--- src/hdl/assert_macros.svh ---
// Assertion macros shared by the RTL
`ifndef ASSERT_MACROS_SVH
`define ASSERT_MACROS_SVH

// Same-cycle implication
`define CHK_NOW(lbl, clk, rst_n, ante, cons, msg) \
  lbl: assert property (@(posedge clk) disable iff (!rst_n) (ante) |-> (cons)) else $error(msg);

// Next-cycle implication
`define CHK_NEXT(lbl, clk, rst_n, ante, cons, msg) \
  lbl: assert property (@(posedge clk) disable iff (!rst_n) (ante) |=> (cons)) else $error(msg);

`endif

--- src/hdl/lfu_pkg.sv ---
// Types and constants for the LFU cache
package lfu_pkg;

  localparam int IDX_MAX_W = 8;
  localparam int CNT_MAX_W = 32;
  localparam int KEY_W     = 32;
  localparam int DATA_W    = 32;
  localparam int CAP_W     = 5;

  localparam logic [CAP_W-1:0] CAP_RESET = 5'd16;

  // Partial search result passed from cell to cell
  typedef struct packed {
    logic                 found;
    logic [DATA_W-1:0]    f_data;
    logic [IDX_MAX_W-1:0] f_idx;
    logic [IDX_MAX_W-1:0] f_rank;
    logic                 has_v;
    logic [CNT_MAX_W-1:0] v_cnt;
    logic [IDX_MAX_W-1:0] v_rank;
    logic [KEY_W-1:0]     v_key;
    logic [IDX_MAX_W-1:0] v_idx;
    logic                 has_free;
    logic [IDX_MAX_W-1:0] free_idx;
  } wave_t;

  // Update broadcast to every cell
  typedef struct packed {
    logic                 en;
    logic                 is_hit;
    logic                 is_put;
    logic [IDX_MAX_W-1:0] tgt_idx;
    logic [IDX_MAX_W-1:0] tgt_rank;
    logic                 evict;
    logic [IDX_MAX_W-1:0] v_idx;
    logic [IDX_MAX_W-1:0] v_rank;
    logic [IDX_MAX_W-1:0] slot_idx;
    logic [KEY_W-1:0]     key;
    logic [DATA_W-1:0]    value;
  } cmd_t;

endpackage

--- src/hdl/lfu_cell.sv ---
// One cache entry: key match, victim and free-slot search stage, local update
module lfu_cell #(
  parameter int ENTRIES    = 16,
  parameter int COUNT_BITS = 16,
  parameter int IDX        = 0
) (
  input  logic                       clk,
  input  logic                       rst_n,
  input  logic [lfu_pkg::KEY_W-1:0]  key_i,
  input  lfu_pkg::wave_t             wave_i,
  output lfu_pkg::wave_t             wave_o,
  input  lfu_pkg::cmd_t              cmd_i
);
  import lfu_pkg::*;

  localparam int RW = (ENTRIES > 1) ? $clog2(ENTRIES) : 1;
  localparam logic [IDX_MAX_W-1:0] ME = IDX_MAX_W'(IDX);

  logic                  valid_r, valid_nxt;
  logic [KEY_W-1:0]      key_r, key_nxt;
  logic [DATA_W-1:0]     data_r, data_nxt;
  logic [COUNT_BITS-1:0] cnt_r, cnt_nxt;
  logic [RW-1:0]         rank_r, rank_nxt;
  wave_t                 wave_r, wave_nxt;

  logic [IDX_MAX_W-1:0] rank_x;
  logic [CNT_MAX_W-1:0] cnt_x;

  assign rank_x = IDX_MAX_W'(rank_r);
  assign cnt_x  = CNT_MAX_W'(cnt_r);

  always_comb begin
    wave_nxt = wave_i;
    if (valid_r && key_r == key_i && !wave_i.found) begin
      wave_nxt.found  = 1'b1;
      wave_nxt.f_data = data_r;
      wave_nxt.f_idx  = ME;
      wave_nxt.f_rank = rank_x;
    end
    // ranks of valid entries are distinct, so the minimum is unique
    if (valid_r && (!wave_i.has_v || cnt_x < wave_i.v_cnt ||
        (cnt_x == wave_i.v_cnt && rank_x > wave_i.v_rank))) begin
      wave_nxt.has_v  = 1'b1;
      wave_nxt.v_cnt  = cnt_x;
      wave_nxt.v_rank = rank_x;
      wave_nxt.v_key  = key_r;
      wave_nxt.v_idx  = ME;
    end
    if (!valid_r && !wave_i.has_free) begin
      wave_nxt.has_free = 1'b1;
      wave_nxt.free_idx = ME;
    end
  end

  always_comb begin
    valid_nxt = valid_r;
    key_nxt   = key_r;
    data_nxt  = data_r;
    cnt_nxt   = cnt_r;
    rank_nxt  = rank_r;
    if (cmd_i.en) begin
      if (cmd_i.is_hit) begin
        if (cmd_i.tgt_idx == ME) begin
          rank_nxt = '0;
          if (cnt_r != '1) cnt_nxt = cnt_r + 1'b1;
          if (cmd_i.is_put) data_nxt = cmd_i.value;
        end else if (valid_r && rank_x < cmd_i.tgt_rank) begin
          rank_nxt = rank_r + 1'b1;
        end
      end else if (cmd_i.slot_idx == ME) begin
        valid_nxt = 1'b1;
        key_nxt   = cmd_i.key;
        data_nxt  = cmd_i.value;
        cnt_nxt   = COUNT_BITS'(1);
        rank_nxt  = '0;
      end else if (cmd_i.evict && cmd_i.v_idx == ME) begin
        valid_nxt = 1'b0;
      end else if (valid_r && !(cmd_i.evict && rank_x > cmd_i.v_rank)) begin
        // entries older than the victim age once and shift back once
        rank_nxt = rank_r + 1'b1;
      end
    end
  end

  always_ff @(posedge clk) begin
    if (!rst_n) valid_r <= 1'b0;
    else        valid_r <= valid_nxt;
    key_r  <= key_nxt;
    data_r <= data_nxt;
    cnt_r  <= cnt_nxt;
    rank_r <= rank_nxt;
    wave_r <= wave_nxt;
  end

  assign wave_o = wave_r;

endmodule

--- src/hdl/lfu_cache_lru_tiebreak_core.sv ---
// LFU cache with LRU tie-break, top level: control, occupancy, result register.
// A request is accepted in S_IDLE, searched in S_SCAN, applied in S_UPD, then the out_valid strobe is registered.
// A new request is taken only when idle; the search ripples one cell per cycle.
// busy is high from accept until the result strobe; the receiver cannot stall.
// Synchronous active-low reset clears all valid bits, occupancy and control;
// capacity resets to 16.
`include "assert_macros.svh"
module lfu_cache_lru_tiebreak_core #(
  parameter int ENTRIES    = 16,
  parameter int COUNT_BITS = 16
) (
  input  logic                         clk,
  input  logic                         rst_n,
  input  logic                         start,
  output logic                         busy,
  input  logic                         in_func,
  input  logic [lfu_pkg::KEY_W-1:0]    in_key,
  input  logic [lfu_pkg::DATA_W-1:0]   in_value,
  output logic                         out_valid,
  output logic                         out_hit,
  output logic [lfu_pkg::DATA_W-1:0]   out_data,
  output logic                         out_evicted,
  output logic [lfu_pkg::KEY_W-1:0]    out_evicted_key,
  input  logic                         cfg_we,
  input  logic [lfu_pkg::CAP_W-1:0]    cfg_wdata
);
  import lfu_pkg::*;

  localparam int IW = (ENTRIES > 1) ? $clog2(ENTRIES) : 1;
  localparam int OW = $clog2(ENTRIES + 1);

  typedef enum logic [1:0] {S_IDLE, S_SCAN, S_UPD} state_t;

  state_t            state_r;
  logic [IW-1:0]     cnt_r;
  logic              func_r;
  logic [KEY_W-1:0]  key_r;
  logic [DATA_W-1:0] value_r;
  logic [CAP_W-1:0]  capacity_r;
  logic [OW-1:0]     occ_r, occ_nxt;
  logic              out_valid_r, out_hit_r, out_evicted_r;
  logic [DATA_W-1:0] out_data_r;
  logic [KEY_W-1:0]  out_evicted_key_r;

  wave_t wave [ENTRIES+1];
  wave_t last;
  cmd_t  cmd;
  logic  evict;
  logic [8:0] cap_eff;

  assign wave[0] = '0;

  for (genvar i = 0; i < ENTRIES; i++) begin : g_cell
    lfu_cell #(.ENTRIES(ENTRIES), .COUNT_BITS(COUNT_BITS), .IDX(i)) u_cell (
      .clk    (clk),
      .rst_n  (rst_n),
      .key_i  (key_r),
      .wave_i (wave[i]),
      .wave_o (wave[i+1]),
      .cmd_i  (cmd)
    );
  end

  assign last = wave[ENTRIES];

  always_comb begin
    if (capacity_r == '0)                   cap_eff = 9'd1;
    else if (9'(capacity_r) > 9'(ENTRIES))  cap_eff = 9'(ENTRIES);
    else                                    cap_eff = 9'(capacity_r);
  end

  assign evict = !last.found && func_r && (9'(occ_r) >= cap_eff);

  always_comb begin
    cmd          = '0;
    cmd.en       = (state_r == S_UPD);
    cmd.is_hit   = last.found;
    cmd.is_put   = func_r;
    cmd.tgt_idx  = last.f_idx;
    cmd.tgt_rank = last.f_rank;
    cmd.evict    = evict;
    cmd.v_idx    = last.v_idx;
    cmd.v_rank   = last.v_rank;
    cmd.key      = key_r;
    cmd.value    = value_r;
    // lowest free cell once the victim is gone
    if (evict && !(last.has_free && last.free_idx < last.v_idx)) cmd.slot_idx = last.v_idx;
    else                                                      cmd.slot_idx = last.free_idx;
    // a get miss touches nothing
    if (!last.found && !func_r) cmd.en = 1'b0;
  end

  always_comb begin
    occ_nxt = occ_r;
    if (state_r == S_UPD && !last.found && func_r && !evict) occ_nxt = occ_r + 1'b1;
  end

  always_ff @(posedge clk) begin
    if (!rst_n) begin
      state_r     <= S_IDLE;
      cnt_r       <= '0;
      capacity_r  <= CAP_RESET;
      occ_r       <= '0;
      out_valid_r <= 1'b0;
    end else begin
      if (cfg_we) capacity_r <= cfg_wdata;
      occ_r       <= occ_nxt;
      out_valid_r <= 1'b0;
      unique case (state_r)
        S_IDLE: begin
          if (start) begin
            state_r <= S_SCAN;
            cnt_r   <= '0;
          end
        end
        S_SCAN: begin
          cnt_r <= cnt_r + 1'b1;
          if (cnt_r == IW'(ENTRIES - 1)) state_r <= S_UPD;
        end
        S_UPD: begin
          state_r     <= S_IDLE;
          out_valid_r <= 1'b1;
        end
        default: state_r <= S_IDLE;
      endcase
    end
    if (state_r == S_IDLE && start) begin
      func_r  <= in_func;
      key_r   <= in_key;
      value_r <= in_value;
    end
    if (state_r == S_UPD) begin
      out_hit_r         <= last.found;
      out_data_r        <= (last.found && !func_r) ? last.f_data : '0;
      out_evicted_r     <= evict;
      out_evicted_key_r <= evict ? last.v_key : '0;
    end
  end

  assign busy            = (state_r != S_IDLE);
  assign out_valid       = out_valid_r;
  assign out_hit         = out_hit_r;
  assign out_data        = out_data_r;
  assign out_evicted     = out_evicted_r;
  assign out_evicted_key = out_evicted_key_r;

  `CHK_NEXT(a_accept_busy, clk, rst_n, start && !busy, busy, "accept did not raise busy")
  `CHK_NOW(a_strobe_after_busy, clk, rst_n, out_valid, $past(busy) && !busy, "stray result strobe")
  `CHK_NOW(a_evict_not_hit, clk, rst_n, out_valid && out_evicted, !out_hit, "eviction on a hit")
  `CHK_NOW(a_occ_bound, clk, rst_n, 1'b1, 9'(occ_r) <= 9'(ENTRIES), "occupancy beyond entries")

endmodule
--- config.mk ---
export PLATFORM = sky130hd
export DESIGN_NAME = lfu_cache_lru_tiebreak_core
export DESIGN_NICKNAME = d
export VERILOG_FILES = /design/src/hdl/lfu_pkg.sv /design/src/hdl/lfu_cell.sv /design/src/hdl/lfu_cache_lru_tiebreak_core.sv
export VERILOG_INCLUDE_DIRS = /design/src /design/src/hdl
export SDC_FILE = /design/constraint.sdc
export NUM_CORES = 2
export LEC_CHECK = 0
export BUFFER_PORTS_ARGS = -buffer_cell sky130_fd_sc_hd__clkbuf_2
export CAP_MARGIN = 15
export CORE_UTILIZATION = 40
export DETAILED_ROUTE_END_ITERATION = 10
export GPL_ROUTABILITY_DRIVEN = 0
export HOLD_SLACK_MARGIN = 0.08
export PLACE_DENSITY = 0.67
export SLEW_MARGIN = 25
export SYNTH_ARGS = -nofsm -noshare
export SYNTH_HDL_FRONTEND = slang
export SYNTH_SLANG_ARGS = --single-unit
--- constraint.sdc ---
create_clock -name clk -period 5.2 [get_ports clk]
set_clock_uncertainty 0.1 [all_clocks]
set_input_delay 1.04 -clock clk [delete_from_list [all_inputs] [get_ports clk]]
set_output_delay 1.04 -clock clk [all_outputs]
set_load 0.1 [all_outputs]
== Yosys cells after proc, flatten, opt, wreduce, memory -nomap -nowiden ==
Cells that the tools add are included.

* Register bits: 3699
* Logic and storage cells: 1256
* Bits of input ports: 74
* Output and inout bits: 68

* Bitwise logic cells: 1
* Reductions and logical operators: 397
* Add/sub/neg operators: 34
* Eq/ne operators: 162
* Muxes and demuxes: 284
* $lt $le $gt $ge: 65

{| class="wikitable"
|+ Operators with widths
! kind !! number
|-
| two-way mux 32 bit || 49
|-
| two-way mux 16 bit || 64
|-
| two-way mux 64 bit || 14
|-
| two-way mux 48 bit || 15
|-
| == test 32 bit || 16
|-
| == test 16 x 32 -> 1 bit || 15
|-
| less-than comparator 16 x 32 -> 1 bit || 15
|-
| two-way mux 4 bit || 97
|-
| adder 16 x 1 -> 16 bit, second input constant || 16
|-
| != test 16 bit, second input constant || 16
|-
| greater-than comparator 4 x 8 -> 1 bit || 31
|-
| == test 8 x 4 -> 1 bit, second input constant || 24
|-
| AND reduction 4 bit || 48
|-
| logical AND 1 bit || 150
|-
| less-than comparator 4 x 8 -> 1 bit || 16
|-
| == test 8 x 3 -> 1 bit, second input constant || 12
|-
| AND reduction 3 bit || 32
|-
| two-way mux 81 bit || 1
|-
| zero test 1 bit || 80
|-
| != test 2 bit, second input constant || 35
|-
| adder 4 x 1 -> 4 bit, second input constant || 17
|-
| nonzero test 2 bit || 34
|-
| two-way mux 49 bit || 1
|-
| == test 8 x 2 -> 1 bit, second input constant || 6
|-
| other kinds (25) || 139
|}

== Logic depth before layout (Yosys ltp) ==
* Depth in word-level cells: 12
* Mapped depth: 13
* Gate-level depth less buffers: 11

== Modules after synthesis ==
Synthesis repeated with hierarchy kept, for this count alone.

* Cells, all modules: 13641
* Area total of the unflattened synthesis: 165381.1 sq um

{| class="wikitable"
|+ By module, submodules not included
! module !! seq. area each (sq um) !! instances !! cells each !! area each (sq um)
|-
| lfu_cell at g_cell[11].u_cell ... || 5325.1 || 4 || 831 || 10008.3
|-
| lfu_cell at g_cell[1].u_cell ... || 5325.1 || 3 || 832 || 10007.1
|-
| lfu_cell at g_cell[10].u_cell ... || 5325.1 || 3 || 833 || 9962.1
|-
| lfu_cell at g_cell[2].u_cell || 5325.1 || 1 || 833 || 10018.4
|-
| lfu_cell at g_cell[15].u_cell || 5325.1 || 1 || 829 || 10010.9
|-
| lfu_cell at g_cell[9].u_cell || 5325.1 || 1 || 833 || 9997.1
|-
| lfu_cell at g_cell[0].u_cell || 5325.1 || 1 || 830 || 9995.8
|-
| lfu_cell at g_cell[12].u_cell || 5325.1 || 1 || 830 || 9950.8
|-
| lfu_cell at g_cell[3].u_cell || 5325.1 || 1 || 832 || 9915.8
|-
| lfu_cache_lru_tiebreak_core || 4274.1 || 1 || 335 || 5551.6
|}

== Least setup slack after synthesis ==
OpenSTA, ideal clock, no wires.

* Path type: register -> register
* From: reg state_r[1]
* To: reg g_cell[11].u_cell.cnt_r[0], enable pin
* Cell stages (with the launch flop): 6
* Arrival: 4737 ps
* Library setup time: 414 ps
* Period minus slack after synthesis: 5251 ps
* Path buffers: 2
* Setup slack: -51 ps
* Path through: dfxtp_1 -> nor2b_1 -> clkbuf_1 -> o21ai_1 -> clkbuf_1 -> a211oi_1

* Longest elaborated chain between the ends: 3

{| class="wikitable"
|+ Ends and longest elaborated chain
! element !! RTL line !! text
|-
| from (decl) || lfu_cache_lru_tiebreak_core.sv:34 || <nowiki>state_t state_r;</nowiki>
|-
| from (signal assigned) || lfu_cache_lru_tiebreak_core.sv:100 || <nowiki>state_r <= S_IDLE;</nowiki>
|-
| from (signal assigned) || lfu_cache_lru_tiebreak_core.sv:112 || <nowiki>state_r <= S_SCAN;</nowiki>
|-
| from (signal assigned) || lfu_cache_lru_tiebreak_core.sv:118 || <nowiki>if (cnt_r == IW'(ENTRIES - 1)) state_r <= S_UPD;</nowiki>
|-
| == test 2 bit || lfu_cache_lru_tiebreak_core.sv:76 || <nowiki>cmd.en = (state_r == S_UPD);</nowiki>
|-
| two-way mux 1 bit || lfu_cache_lru_tiebreak_core.sv:90 || <nowiki>if (!last.found && !func_r) cmd.en = 1'b0;</nowiki>
|-
| AND reduction 4 bit (no source line) || - ||
|-
| to (signal assigned) || lfu_cell.sv:90 || <nowiki>cnt_r <= cnt_nxt;</nowiki>
|-
| to (decl) || lfu_cell.sv:22 || <nowiki>logic [COUNT_BITS-1:0] cnt_r, cnt_nxt;</nowiki>
|}

No other way between the ends.
A chain may end at the register's enable or synchronous reset.

== Worst setup path in the final report ==
* From: reg capacity_r[1]
* To: reg g_cell[15].u_cell.data_r[26], enable pin

* Longest elaborated chain between the ends: 10
* Elaborated cells between the ends (all ways): 11
* Classes of those cells: order compare (2); eq/ne (1); mux (3); reduce/logical (5)

{| class="wikitable"
|+ Ends and longest elaborated chain
! element !! RTL line !! text
|-
| from (decl) || lfu_cache_lru_tiebreak_core.sv:39 || <nowiki>logic [CAP_W-1:0] capacity_r;</nowiki>
|-
| from (signal assigned) || lfu_cache_lru_tiebreak_core.sv:106 || <nowiki>if (cfg_we) capacity_r <= cfg_wdata;</nowiki>
|-
| greater-than comparator 5 bit || lfu_cache_lru_tiebreak_core.sv:68 || <nowiki>else if (9'(capacity_r) > 9'(ENTRIES)) cap_eff = 9'(ENTRIES);</nowiki>
|-
| two-way mux 5 bit || lfu_cache_lru_tiebreak_core.sv:68 ||
|-
| two-way mux 5 bit (*) || lfu_cache_lru_tiebreak_core.sv:67 || <nowiki>if (capacity_r == '0) cap_eff = 9'd1;</nowiki>
|-
| greater-or-equal comparator 5 x 9 -> 1 bit (*) || lfu_cache_lru_tiebreak_core.sv:72 || <nowiki>assign evict = !last.found && func_r && (9'(occ_r) >= cap_eff);</nowiki>
|-
| logical AND 1 bit (*) || lfu_cache_lru_tiebreak_core.sv:72 ||
|-
| logical AND 1 bit (*) || lfu_cache_lru_tiebreak_core.sv:87 || <nowiki>if (evict && !(last.has_free && last.free_idx < last.v_idx)) cmd.slot_idx = last.v_idx;</nowiki>
|-
| two-way mux 8 bit (*) || lfu_cache_lru_tiebreak_core.sv:87 ||
|-
| == test 8 x 4 -> 1 bit (*) || lfu_cell.sv:70 || <nowiki>end else if (cmd_i.slot_idx == ME) begin</nowiki>
|-
| nonzero test 2 bit (no source line) (*) || - ||
|-
| AND reduction 4 bit (no source line) (*) || - ||
|-
| to (signal assigned) || lfu_cell.sv:89 || <nowiki>data_r <= data_nxt;</nowiki>
|-
| to (decl) || lfu_cell.sv:21 || <nowiki>logic [DATA_W-1:0] data_r, data_nxt;</nowiki>
|}

Every way passes the cells marked *; elsewhere a longest branch is shown, timed or not.

==> flow_metrics.py <==
metrics = {
    "setup_path": {
        "start_kind": "register",
        "cp_common_cell": "nor2_1",
        "worstPathRequired_ns": 5.80,
        "crit_family": "compound AO/OA/AOI/OAI gates",
        "path_buf_inv": 3,
        "worstSetupPathType": "reg2reg",
        "cp_cell_sequence": "nor3_1 -> nor2_1 -> nor2_1 -> ha_1 -> nor2b_1 -> o21ai_0 -> a41oi_2 -> inv_2 -> buf_4 -> a21oi_1 -> o31ai_1 -> nor2_4 -> buf_16",
        "worstPathMaxFanout": 35,
        "arrival_ns": 5.01,
        "critical_path_depth": 13,
        "r2r.worst_path.cells": 13,
        "endpoint_kind": "register",
        "r2r_setup_slack_ns": 0.80,
        "cpPeakStageDelay_ns": 0.88,
        "cpMaxStageDelayCell": "o31ai_1",
    },
    "synth": {
        "syn_nets": 9077,
        "synth_seq_cells": 3094,
        "ys_types": 68,
        "syn_avg_cell_area_um2": 13.92,
        "synth_edf_count": 1475,
        "ys_async_sr_fraction_pct": 0,
        "yosysWarnings": 0,
        "ys_seq_area_share_pct": 64.44,
        "synthCells": 8549,
        "synth_flop_cell": "dfxtp_1",
        "netlist_area_um2": 119000,
    },
    "drt": {
        "ant_nets": 0,
        "via_per_inst": 5.149,
        "vias": 67260,
        "drc": 0,
        "first_pass_iters": 6,
        "first_iter_violations": 5467,
        "wl_per_cell_um": 21.92,
        "drt-total-wl_um": 286400,
    },
    "cells_and_area": {
        "layout-drive-gt1-share_pct": 23.77,
        "multiInputGateArea_um2": 39930,
        "final_core_util_pct": 45.95,
        "fin_area_um2": 135600,
        "regArea_um2": 76710,
        "final_cell_mix": "dfxtp_1, edfxtp_1, mux2_2",
        "areaGrowthSynthToFinish_pct": 13.90,
        "fill_cells": 25570,
        "layout_commonest_cell": "dfxtp_1",
        "nets": 9417,
    },
    "min_path": {
        "min_delay_path_depth": 1,
        "hold_class": "in2reg",
    },
    "global_route": {
        "grt_pass1_vias": 69830,
        "grt_overflow": 0,
        "antenna_found_initial": 12,
        "grt_pass1_wl_um": 432900,
        "grt_max_degree": 113,
        "grt_use_total_pct": 18.89,
    },
    "timing": {
        "slew_headroom_pct": 22.64,
        "period_share_pct": 84.71,
        "fmax_mhz": 227.0,
        "hold_slack_ns": 0.1269,
        "setup_viol": 0,
        "fin_crit_ns": 4.405,
        "finalHoldViolCount": 0,
        "setup_tns_ns": 0,
        "slew_violations": 0,
        "rsz0062_at_grt": "no",
        "worst_pin_slew_ns": 1.159,
    },
    "outcome": {
        "status": "complete, no violations",
    },
    "clock_network": {
        "cts_resized": 0,
        "cts_made_buffers": 318,
        "path_clk_slew_ns": 0.06,
        "cts_tree": "done",
        "ctsHoldBuffers": 2,
        "cts_setup_buffers": 0,
        "insertion_delay_ns": 0.99,
        "cts_buffer_depth": 4,
        "clock-sinks": 3094,
        "h-tree-depth": 5,
        "cts_root_buf": "clkbuf_16",
    },
    "floorplan": {
        "core-area_um2": 295100,
        "rows": 199,
        "dieWidth_um": 547.5,
        "initial_core_util_pct": 40.34,
        "dieArea_um2": 299800,
        "die_h_um": 547.5,
        "io_pins": 142,
    },
    "pwr": {
        "p_per_area_nw_per_um2": 358.4,
        "p_leak_uw": 0.05104,
        "power.ir.vdd_worst_mv": 0.3984,
        "total_power_uw": 48590,
    },
    "placement": {
        "placed_area_um2": 125200,
        "dpl.hpwl_um": 197000,
        "io_buffers": 141,
    },
    "job": {
        "maxCapViolations": 0,
    },
}
==> Yosys cell counts (81+ instances only) <==
library cell	n	area, um^2
a21oi_1	217	1086
and2_1	208	1301
buf_2	167	835.8
clkbuf_1	91	341.6
dfxtp_1	1619	32410
edfxtp_1	1475	44290
ha_1	454	5680
inv_1	393	1475
mux2_1	93	1047
mux2_2	1203	13550
nand2_1	215	807.0
nand3_1	147	735.7
nand4_1	173	1082
nor2_1	368	1381
nor4_1	81	506.7
o21ai_0	169	845.8
or2_2	92	575.6
xnor2_1	276	2417
xor2_1	449	3933
==> sequential cells by signal, indices dropped and copies added, names as in the netlist <==
signal,cells
capacity_r,5
cnt_r,4
func_r,1
g_cell.u_cell.cnt_r,256
g_cell.u_cell.data_r,512
g_cell.u_cell.key_r,512
g_cell.u_cell.rank_r,64
g_cell.u_cell.valid_r,16
g_cell.u_cell.wave_o,1586
key_r,32
occ_r,5
out_data,32
out_evicted,1
out_evicted_key,32
out_hit,1
out_valid,1
state_r,2
value_r,32
==> kinds of logic after synthesis <==
logic type | share of synthesized area [%]
AND/OR/NAND/NOR | 7.429
AO/OA/AOI/OAI | 3.142
flip-flops | 64.44
XOR/XNOR | 5.335
buffers and inverters | 2.478
multiplexers | 12.40
adder cells (fa/ha/maj) | 4.772
==> power by group <==
group / internal [uW] / leakage (uW) / switching (uW)
Clock: 13200 / 0.00505 / 9210
Combinational: 186 / 0.0202 / 378
Sequential: 25500 / 0.0258 / 137
==> area by class of cell <==
type                    instances  area share [%]
flip-flops and latches       3094           56.58
diodes                          8         0.01477
multi-input cells            4766           29.45
clock buffers                 447           6.742
well taps                    3919           3.617
inverters                     393           1.094
clock inverters               120          0.8435
repair buffers                316           1.657
==> final timing paths <==
check / start / to
max: capacity_r[1] / g_cell[15].u_cell.data_r[26]
min: in_value[26] / value_r[26]
max reg2reg: capacity_r[1] / g_cell[15].u_cell.data_r[26]
min reg2reg: g_cell[0].u_cell.wave_o[134] / g_cell[1].u_cell.wave_o[134]
==> through the flow <==
step           std cells  worst slack (ns)
2_1_floorplan       8549            0.8357
3_3_place_gp       12480            0.7608
3_5_place_dp       12480            0.8431
4_1_cts            13050            0.8386
5_1_grt            13060            0.6548
6_report           13060            0.7951
==> layer usage <==
layer  vias up  global-route usage [%]  share of wire, %
met5         -                       0             0.012
met4         4                   6.007               2.9
met3       489                   2.726               5.1
met2      1848                   31.04                47
met1     33730                   25.70                45
li1      31190                       -                 -
==> worst reg2reg max path: stages, from the launching register on <==
cell	delay [ns]
dfxtp_1	0.33
nor3_1	0.23
nor2_1	0.06
nor2_1	0.14
ha_1	0.15
nor2b_1	0.05
o21ai_0	0.28
a41oi_2	0.21
inv_2	0.40
buf_4	0.54
a21oi_1	0.21
o31ai_1	0.88
nor2_4	0.31
buf_16	0.27
(Power assumes the default switching activity.)
